File: src/jsd_pkg.sv
// Package for the JPEG SOF dimension scanner.
// Holds marker codes, phase and status types, and the item and result structs.
// No dependencies.
`default_nettype none

package jsd_pkg;

    // Marker bytes.
    localparam logic [7:0] MARK_PREFIX = 8'hFF;
    localparam logic [7:0] MARK_SOI    = 8'hD8;
    localparam logic [7:0] MARK_SOF_LO = 8'hC0;
    localparam logic [7:0] MARK_SOF_HI = 8'hCF;
    localparam logic [7:0] MARK_DHT    = 8'hC4;
    localparam logic [7:0] MARK_JPG    = 8'hC8;
    localparam logic [7:0] MARK_DAC    = 8'hCC;
    localparam logic [7:0] MARK_EOI    = 8'hD9;
    localparam logic [7:0] MARK_SOS    = 8'hDA;
    localparam logic [7:0] MARK_RST_LO = 8'hD0;
    localparam logic [7:0] MARK_RST_HI = 8'hD7;

    // Smallest segment length values of interest.
    localparam logic [15:0] LEN_MIN     = 16'd2;
    localparam logic [15:0] LEN_SOF_MIN = 16'd8;

    // Payload offsets that carry the frame dimensions.
    localparam logic [2:0] OFF_HEIGHT_HI = 3'd1;
    localparam logic [2:0] OFF_HEIGHT_LO = 3'd2;
    localparam logic [2:0] OFF_WIDTH_HI  = 3'd3;
    localparam logic [2:0] OFF_WIDTH_LO  = 3'd4;
    localparam logic [2:0] OFF_MAX       = 3'd7;

    // Count of leading bytes below which a final byte marks a short file.
    localparam logic [1:0] SEEN_MAX = 2'd3;

    typedef enum logic [2:0] {
        PH_START,
        PH_SOI2,
        PH_SCAN,
        PH_FILL,
        PH_LEN_HI,
        PH_LEN_LO,
        PH_PAYLOAD,
        PH_BAD_SOI
    } phase_t;

    typedef enum logic [3:0] {
        ST_OK        = 4'd0,
        ST_SMALL     = 4'd1,
        ST_NO_SOI    = 4'd2,
        ST_TRUNC_LEN = 4'd3,
        ST_BAD_LEN   = 4'd4,
        ST_TRUNC_PAY = 4'd5,
        ST_BAD_SOF   = 4'd6,
        ST_ZERO_DIM  = 4'd7,
        ST_NO_SOF    = 4'd8
    } status_t;

    // One input byte with its end-of-file flag.
    typedef struct packed {
        logic [7:0] data;
        logic       fin;
    } item_t;

    // One result of a file.
    typedef struct packed {
        status_t     status;
        logic [15:0] width;
        logic [15:0] height;
    } result_t;

    // True for the start-of-frame markers.
    function automatic logic is_frame_marker(input logic [7:0] m);
        logic in_range;
        in_range = (m >= MARK_SOF_LO) && (m <= MARK_SOF_HI);
        return in_range && (m != MARK_DHT) && (m != MARK_JPG) && (m != MARK_DAC);
    endfunction

endpackage

`default_nettype wire

File: src/jsd_in_reg.sv
// Input register of the JPEG SOF dimension scanner.
// Holds one accepted byte until the parser consumes it. Depends on jsd_pkg.
`default_nettype none

module jsd_in_reg (
    input  wire logic          clk,
    input  wire logic          rst_n,
    input  wire logic          in_valid,
    output logic               in_stall,
    input  wire jsd_pkg::item_t in_item,
    input  wire logic          advance,
    output logic               held_valid,
    output jsd_pkg::item_t     held_item
);
    import jsd_pkg::*;

    logic  valid_reg;
    logic  valid_next;
    item_t item_reg;
    logic  accept;

    // The register takes a new byte when empty or when its byte moves on.
    assign in_stall   = valid_reg && !advance;
    assign accept     = in_valid && !in_stall;
    assign valid_next = accept || (valid_reg && !advance);

    always_ff @(posedge clk or negedge rst_n)
    begin
        if (!rst_n)
        begin
            valid_reg <= 1'b0;
        end
        else
        begin
            valid_reg <= valid_next;
        end
    end

    // Payload needs no reset.
    always_ff @(posedge clk)
    begin
        if (accept)
        begin
            item_reg <= in_item;
        end
    end

    assign held_valid = valid_reg;
    assign held_item  = item_reg;

endmodule

`default_nettype wire

File: src/jsd_parser.sv
// Marker parser of the JPEG SOF dimension scanner.
// Holds the per-file parse state and settles one result per file.
// Depends on jsd_pkg.
`default_nettype none

module jsd_parser (
    input  wire logic            clk,
    input  wire logic            rst_n,
    input  wire logic            advance,
    input  wire jsd_pkg::item_t  item,
    output logic                 res_valid,
    output jsd_pkg::result_t     res
);
    import jsd_pkg::*;

    phase_t      phase_reg,   phase_next;
    logic [1:0]  seen_reg,    seen_next;
    logic [15:0] seglen_reg,  seglen_next;
    logic [15:0] left_reg,    left_next;
    logic [2:0]  offset_reg,  offset_next;
    logic        sof_reg,     sof_next;
    logic [15:0] height_reg,  height_next;
    logic [15:0] width_reg,   width_next;
    logic        given_reg,   given_next;

    logic [7:0]  b;
    logic        fin;
    logic        hit;
    status_t     st;
    logic [15:0] seglen_full;
    logic [15:0] pl;
    logic [15:0] left_dec;
    logic [15:0] dim_width;
    logic [15:0] dim_height;

    assign b   = item.data;
    assign fin = item.fin;

    // Next state and result for the byte at the parser input.
    always_comb
    begin
        phase_next  = phase_reg;
        seen_next   = (seen_reg < SEEN_MAX) ? seen_reg + 2'd1 : seen_reg;
        seglen_next = seglen_reg;
        left_next   = left_reg;
        offset_next = offset_reg;
        sof_next    = sof_reg;
        height_next = height_reg;
        width_next  = width_reg;
        given_next  = given_reg;
        hit         = 1'b0;
        st          = ST_OK;
        seglen_full = {seglen_reg[15:8], b};
        pl          = seglen_full - LEN_MIN;
        left_dec    = left_reg - 16'd1;

        if (!given_reg)
        begin
            if (fin && (seen_reg < SEEN_MAX))
            begin
                hit = 1'b1;
                st  = ST_SMALL;
            end
            else
            begin
                unique case (phase_reg)
                    PH_START:
                    begin
                        phase_next = (b == MARK_PREFIX) ? PH_SOI2 : PH_BAD_SOI;
                    end
                    PH_SOI2:
                    begin
                        phase_next = (b == MARK_SOI) ? PH_SCAN : PH_BAD_SOI;
                    end
                    PH_BAD_SOI:
                    begin
                        if (seen_reg == SEEN_MAX)
                        begin
                            hit = 1'b1;
                            st  = ST_NO_SOI;
                        end
                    end
                    PH_FILL:
                    begin
                        if (b == MARK_PREFIX)
                        begin
                            hit = fin;
                            st  = ST_NO_SOF;
                        end
                        else if ((b == MARK_EOI) || (b == MARK_SOS))
                        begin
                            hit = 1'b1;
                            st  = ST_NO_SOF;
                        end
                        else if ((b >= MARK_RST_LO) && (b <= MARK_RST_HI))
                        begin
                            phase_next = PH_SCAN;
                            hit        = fin;
                            st         = ST_NO_SOF;
                        end
                        else if (fin)
                        begin
                            hit = 1'b1;
                            st  = ST_TRUNC_LEN;
                        end
                        else
                        begin
                            sof_next   = is_frame_marker(b);
                            phase_next = PH_LEN_HI;
                        end
                    end
                    PH_LEN_HI:
                    begin
                        if (fin)
                        begin
                            hit = 1'b1;
                            st  = ST_TRUNC_LEN;
                        end
                        else
                        begin
                            seglen_next = {b, 8'h00};
                            phase_next  = PH_LEN_LO;
                        end
                    end
                    PH_LEN_LO:
                    begin
                        seglen_next = seglen_full;
                        if (seglen_full < LEN_MIN)
                        begin
                            hit = 1'b1;
                            st  = ST_BAD_LEN;
                        end
                        else if (seglen_full == LEN_MIN)
                        begin
                            if (sof_reg)
                            begin
                                hit = 1'b1;
                                st  = ST_BAD_SOF;
                            end
                            else
                            begin
                                phase_next = PH_SCAN;
                                hit        = fin;
                                st         = ST_NO_SOF;
                            end
                        end
                        else if (fin)
                        begin
                            hit = 1'b1;
                            st  = ST_TRUNC_PAY;
                        end
                        else
                        begin
                            left_next   = pl;
                            offset_next = 3'd0;
                            height_next = 16'd0;
                            width_next  = 16'd0;
                            phase_next  = PH_PAYLOAD;
                        end
                    end
                    PH_PAYLOAD:
                    begin
                        // Capture the dimension bytes by their offset.
                        case (offset_reg)
                            OFF_HEIGHT_HI: height_next = {b, height_reg[7:0]};
                            OFF_HEIGHT_LO: height_next = {height_reg[15:8], b};
                            OFF_WIDTH_HI:  width_next  = {b, width_reg[7:0]};
                            OFF_WIDTH_LO:  width_next  = {width_reg[15:8], b};
                            default:       ;
                        endcase
                        if (offset_reg < OFF_MAX)
                        begin
                            offset_next = offset_reg + 3'd1;
                        end
                        left_next = left_dec;
                        if (left_dec != 16'd0)
                        begin
                            hit = fin;
                            st  = ST_TRUNC_PAY;
                        end
                        else if (sof_reg)
                        begin
                            hit = 1'b1;
                            if (seglen_reg < LEN_SOF_MIN)
                            begin
                                st = ST_BAD_SOF;
                            end
                            else if ((width_next == 16'd0) || (height_next == 16'd0))
                            begin
                                st = ST_ZERO_DIM;
                            end
                            else
                            begin
                                st = ST_OK;
                            end
                        end
                        else
                        begin
                            phase_next = PH_SCAN;
                            hit        = fin;
                            st         = ST_NO_SOF;
                        end
                    end
                    PH_SCAN:
                    begin
                        if (fin)
                        begin
                            hit = 1'b1;
                            st  = ST_NO_SOF;
                        end
                        else if (b == MARK_PREFIX)
                        begin
                            phase_next = PH_FILL;
                        end
                    end
                    default:
                    begin
                        phase_next = PH_START;
                    end
                endcase
            end
            if (hit)
            begin
                given_next = 1'b1;
            end
        end

        // Dimensions for the result, taken before the end-of-file clear.
        dim_width  = width_next;
        dim_height = height_next;

        // The final byte of a file returns everything to the start of file.
        if (fin)
        begin
            phase_next  = PH_START;
            seen_next   = 2'd0;
            seglen_next = 16'd0;
            left_next   = 16'd0;
            offset_next = 3'd0;
            sof_next    = 1'b0;
            height_next = 16'd0;
            width_next  = 16'd0;
            given_next  = 1'b0;
        end
    end

    // Result fields; dimensions only when the frame header was good.
    always_comb
    begin
        res_valid  = advance && hit;
        res.status = st;
        res.width  = (st == ST_OK) ? dim_width  : 16'd0;
        res.height = (st == ST_OK) ? dim_height : 16'd0;
    end

    // Parse state registers.
    always_ff @(posedge clk or negedge rst_n)
    begin
        if (!rst_n)
        begin
            phase_reg  <= PH_START;
            seen_reg   <= 2'd0;
            seglen_reg <= 16'd0;
            left_reg   <= 16'd0;
            offset_reg <= 3'd0;
            sof_reg    <= 1'b0;
            height_reg <= 16'd0;
            width_reg  <= 16'd0;
            given_reg  <= 1'b0;
        end
        else if (advance)
        begin
            phase_reg  <= phase_next;
            seen_reg   <= seen_next;
            seglen_reg <= seglen_next;
            left_reg   <= left_next;
            offset_reg <= offset_next;
            sof_reg    <= sof_next;
            height_reg <= height_next;
            width_reg  <= width_next;
            given_reg  <= given_next;
        end
    end

endmodule

`default_nettype wire

File: src/jsd_out_reg.sv
// Result register of the JPEG SOF dimension scanner.
// Holds one result until the receiver takes it. Depends on jsd_pkg.
`default_nettype none

module jsd_out_reg (
    input  wire logic             clk,
    input  wire logic             rst_n,
    input  wire logic             load,
    input  wire jsd_pkg::result_t load_res,
    input  wire logic             out_stall,
    output logic                  out_valid,
    output logic                  room,
    output jsd_pkg::result_t      out_res
);
    import jsd_pkg::*;

    logic    valid_reg;
    logic    valid_next;
    result_t res_reg;

    // A new result may enter when the register is empty or being emptied.
    assign room       = !valid_reg || !out_stall;
    assign valid_next = load || (valid_reg && out_stall);

    always_ff @(posedge clk or negedge rst_n)
    begin
        if (!rst_n)
        begin
            valid_reg <= 1'b0;
        end
        else
        begin
            valid_reg <= valid_next;
        end
    end

    always_ff @(posedge clk)
    begin
        if (load)
        begin
            res_reg <= load_res;
        end
    end

    assign out_valid = valid_reg;
    assign out_res   = res_reg;

endmodule

`default_nettype wire

File: src/jpeg_sof_dimension_scanner.sv
// JPEG SOF dimension scanner, top level.
// Ties together jsd_in_reg, jsd_parser and jsd_out_reg; depends on jsd_pkg.
//
// Usage:
//   Input channel: in_valid, in_stall, data_byte, final_byte. One byte of a
//   JPEG file moves per transfer; final_byte marks the last byte of a file.
//   Output channel: out_valid, out_stall, status, width, height. Exactly one
//   result transfer per file; width and height are zero unless status is 0.
//   A byte taken is held in the input register; the parser settles its result
//   combinationally, and the result register then offers that result.
//   Throughput: one byte per cycle while no result waits under out_stall, set
//   by the input register feeding the parser step and the result register.
//   Bytes after a file's result are consumed and dropped up to the final
//   byte, which returns the parse state to the start of file.
//   Stall: while a result waits under out_stall, the parser holds; the input
//   register still takes a byte if it is empty, then in_stall rises until the result
//   leaves.
//   Reset: rst_n clears both registers' valid flags and all parse state; the
//   block can accept a byte as soon as reset is released.
`default_nettype none

module jpeg_sof_dimension_scanner (
    input  wire logic        clk,
    input  wire logic        rst_n,
    input  wire logic        in_valid,
    output logic             in_stall,
    input  wire logic [7:0]  data_byte,
    input  wire logic        final_byte,
    output logic             out_valid,
    input  wire logic        out_stall,
    output logic [3:0]       status,
    output logic [15:0]      width,
    output logic [15:0]      height
);
    import jsd_pkg::*;

    item_t   in_item;
    item_t   held_item;
    logic    held_valid;
    logic    advance;
    logic    room;
    logic    res_valid;
    result_t res;
    result_t out_res;

    assign in_item.data = data_byte;
    assign in_item.fin  = final_byte;

    // The held byte is parsed when the result register can take a result.
    assign advance = held_valid && room;

    jsd_in_reg u_in_reg (
        .clk        (clk),
        .rst_n      (rst_n),
        .in_valid   (in_valid),
        .in_stall   (in_stall),
        .in_item    (in_item),
        .advance    (advance),
        .held_valid (held_valid),
        .held_item  (held_item)
    );

    jsd_parser u_parser (
        .clk       (clk),
        .rst_n     (rst_n),
        .advance   (advance),
        .item      (held_item),
        .res_valid (res_valid),
        .res       (res)
    );

    jsd_out_reg u_out_reg (
        .clk       (clk),
        .rst_n     (rst_n),
        .load      (res_valid),
        .load_res  (res),
        .out_stall (out_stall),
        .out_valid (out_valid),
        .room      (room),
        .out_res   (out_res)
    );

    assign status = out_res.status;
    assign width  = out_res.width;
    assign height = out_res.height;

    // A waiting result must freeze the parser.
    a_hold_parser: assert property (@(posedge clk) disable iff (!rst_n)
        (out_valid && out_stall) |-> !advance)
        else $error("parser advanced while a result was stalled");

    // The input side only stalls with a byte held.
    a_stall_held: assert property (@(posedge clk) disable iff (!rst_n)
        in_stall |-> held_valid)
        else $error("input stalled with empty input register");

    // A good result carries nonzero dimensions.
    a_ok_dims: assert property (@(posedge clk) disable iff (!rst_n)
        (out_valid && (status == ST_OK)) |-> ((width != 16'd0) && (height != 16'd0)))
        else $error("ok result with zero dimension");

    // Any other result carries zero dimensions.
    a_err_dims: assert property (@(posedge clk) disable iff (!rst_n)
        (out_valid && (status != ST_OK)) |-> ((width == 16'd0) && (height == 16'd0)))
        else $error("error result with nonzero dimension");

endmodule

`default_nettype wire

File: config.mk
export PLATFORM = sky130hd
export DESIGN_NAME = jpeg_sof_dimension_scanner
export DESIGN_NICKNAME = d
export VERILOG_FILES = /design/src/jsd_pkg.sv /design/src/jsd_in_reg.sv /design/src/jsd_parser.sv /design/src/jsd_out_reg.sv /design/src/jpeg_sof_dimension_scanner.sv
export SDC_FILE = /design/constraint.sdc
export NUM_CORES = 1
export LEC_CHECK = 0
export ABC_CLOCK_PERIOD_IN_PS = 6400
export BUFFER_PORTS_ARGS = -buffer_cell sky130_fd_sc_hd__clkbuf_2
export CORE_AREA = 2 2 95 142
export DETAILED_ROUTE_END_ITERATION = 16
export DIE_AREA = 0 0 97 144
export GPL_TIMING_DRIVEN = 0
export PLACE_DENSITY = 0.78
export SLEW_MARGIN = 20
export SYNTH_ARGS = -nofsm -noshare
export SYNTH_HDL_FRONTEND = slang
export SYNTH_SLANG_ARGS = --single-unit
File: constraint.sdc
create_clock -name clk -period 6.4 [get_ports clk]
set_clock_uncertainty 0.05 [all_clocks]
set_input_delay 1.92 -clock clk [delete_from_list [all_inputs] [get_ports clk]]
set_output_delay 1.92 -clock clk [all_outputs]
set_load 0.05 [all_outputs]
==> impl_metrics.py <==
metrics = {
    "status": {
        "outcome": "finished, final reports clean",
    },
    "synth": {
        "synth.most_common_cell": "o21ai_0",
        "syn_inst": 813,
        "synth_mux_area_share_pct": 1.20,
        "ys.flop_type": "dfrtp_1",
        "synth_top_area_share_pct": 24.3,
        "synth_top_family_by_area": "simple AND/OR/NAND/NOR gates",
        "synth_edf_count": 45,
        "yosys-top-cells-count": "81 x o21ai_0, 73 x dfrtp_1, 73 x nand2_1",
        "yosysTopAreaCell": "dfrtp_1",
        "ys_warn_count": 0,
        "synthArstFlopShare_pct": 61.9,
        "yosysUniqueCellTypes": 79,
        "synth_area_leaders": "dfrtp_1 24%, edfxtp_1 18%, o21ai_0 5.4%",
        "synthXorXnorAreaFrac_pct": 1.85,
        "synth_nets": 836,
        "ys_seq_area_share_pct": 42.4,
        "ys_ff_latch": 118,
        "synth-simple-area-share_pct": 25.9,
        "synth_compound_area_share_pct": 21.4,
        "syn_area_per_cell_um2": 9.23,
        "synth_area_mm2": 0.00750,
        "synthAdderAreaFrac_pct": 1.67,
    },
    "timing": {
        "max-slew-margin-rel_pct": 30.5,
        "clock.fmax_mhz": 223,
        "period_needed_ns": 4.49,
        "finalCritPeriodShare_pct": 70.1,
        "maxSlewViolCount": 0,
        "finalHoldViolations": 0,
        "setup_viol": 0,
        "grt_setup_unrepaired": "false",
        "tightest_slew_ns": 1.03,
    },
    "floorplan": {
        "io_pins": 51,
        "num_rows": 51,
        "core_area_mm2": 0.0128,
        "die_area_mm2": 0.0140,
        "die_y_um": 144,
        "die_x_um": 97,
        "initial_core_util_pct": 58.5,
    },
    "worst_hold_path": {
        "hold_path_class": "reg2reg",
    },
    "place": {
        "placed_area_mm2": 0.00801,
        "port_buffers": 50,
        "dp_hpwl_mm": 16.3,
        "placed_cells": 1026,
        "gp_congestion": 1.00,
    },
    "detailed_routing": {
        "wl_met3_mm": 1.52,
        "top_layer_used": "met4",
        "wl_mm": 22.9,
        "via_per_inst": 6.80,
        "remaining_drc_errors": 0,
        "num_vias": 7197,
        "met1_length_mm": 8.41,
        "wl_met2_mm": 11.5,
        "drt-initial-drc-count": 532,
        "first_pass_iters": 7,
        "wl_per_cell_um": 21.6,
        "ant_nets": 0,
    },
    "power_and_ir_drop": {
        "worst_ir_drop_vdd_mv": 0.216,
        "leakagePower_nw": 3.42,
        "power_density_mw_per_mm2": 399,
    },
    "cts": {
        "cts_tree": "built",
        "cts_resized": 0,
        "clkTransAtPathRegs_ns": 0.06,
        "cts.sinks": 118,
        "clkLatencyLatePin_ns": 0.43,
        "cts_root_buf": "clkbuf_16",
        "ctsHoldBuffers": 0,
        "clockBufferDepth": 2,
        "htreeDepth": 4,
        "post_cts_buffers": 0,
        "cts_buffers": 17,
    },
    "setup_path": {
        "startpoint_type": "input pin",
        "crit_arrival_ns": 2.52,
        "path_class": "in2out",
        "crit_required_ns": 4.43,
        "end_kind": "output pin",
        "worst-path-max-fanout": 3,
    },
    "grt": {
        "overflow": 0,
        "grt_max_degree": 49,
        "grt_pass1_vias": 7029,
        "grt_pass1_wl_mm": 36.0,
        "antenna_found_initial": 0,
        "grt_use_total_pct": 32.6,
    },
    "finish": {
        "finish.instance_area_mm2": 0.00865,
        "antenna_cells": 0,
        "drive_above_1_share_pct": 19.2,
        "multi_input_area_mm2": 0.00391,
        "fin_nets": 909,
        "largest_reg_flops": 36,
        "area_growth_pct": 15.3,
        "finalNonFillerCells": 1058,
        "ff_latch_area_mm2": 0.00318,
        "nFillCells": 1043,
        "final_core_util_pct": 67.4,
    },
    "run": {
        "cap_violations": 0,
    },
}
-- placed cells by master (no fill, tap or decap), types with 22 or more instances in the layout --
cell,instances
dfrtp_1,73
nor4_1,22
nor2_1,70
clkbuf_1,42
o21ai_0,81
nor3_1,26
a21oi_1,29
nand3_1,26
nand2b_1,23
edfxtp_1,45
clkbuf_2,50
nand2_1,73
-- worst max-delay path: stages --
cell and delay (ns):
clkbuf_2 0.10, nand3_1 0.12, inv_1 0.09, clkbuf_2 0.28
-- final timing paths --
check / startpoint / end / slack, ns / cells after the start
worst max-delay path: out_stall / in_stall / 1.91 / 4
max in group asynchronous: rst_n / u_parser.offset_reg[1]$_DFFE_PN0P_ / 4.32 / 2
min in group asynchronous: rst_n / u_parser.phase_reg[0]$_DFFE_PN0P_ / 1.39 / 1
worst min-delay path: u_parser.seglen_reg[3]$_DFFE_PN0P_ / u_parser.seglen_reg[3]$_DFFE_PN0P_ / 0.43 / 2
worst max register to register: u_parser.left_reg[0]$_DFFE_PN0P_ / u_out_reg.out_res[33]$_DFFE_PP_ / 1.99 / 12
worst min register to register: u_parser.seglen_reg[3]$_DFFE_PN0P_ / u_parser.seglen_reg[3]$_DFFE_PN0P_ / 0.43 / 2
-- cell families after synthesis --
group	after synthesis
AO/OA/AOI/OAI	235
buffers and inverters	90
flip-flops	118
XOR/XNOR	15
multiplexers	8
adder cells (fa/ha/maj)	10
AND/OR/NAND/NOR	337
-- area by class of cell --
class                      count  share of cell area, %
timing repair buffer          54                   3.50
multi-input combinational    605                   45.2
inverter                      17                  0.738
sequential                   118                   36.7
clock buffer                  18                   5.08
clock inverter                14                   2.31
tap                          159                   2.30
buffer                        73                   4.09
-- report_power, final --
| group | switching [mW] | internal (mW) |
|---|---|---|
| clock network | 0.391 | 0.666 |
| registers | 0.0870 | 0.923 |
| logic | 0.980 | 0.406 |
-- stage by stage --
step	hold WS, ns	TNS (ns)	worst slack [ns]	total power, mW
floorplan	0.391	0	1.23	2.02
global placement	0.406	-8.15	-0.228	2.33
detailed placement	0.416	0	1.94	2.38
CTS	0.430	0	1.93	3.43
global route	0.460	0	1.78	3.59
finish	0.429	0	1.91	3.45
-- routing by layer --
layer	track usage, %	vias to the layer above
li1	-	3204
met1	36.0	3470
met2	57.3	403
met3	6.09	120
met4	22.0	0
met5	0	-
Power figures use the tool's default switching activity.
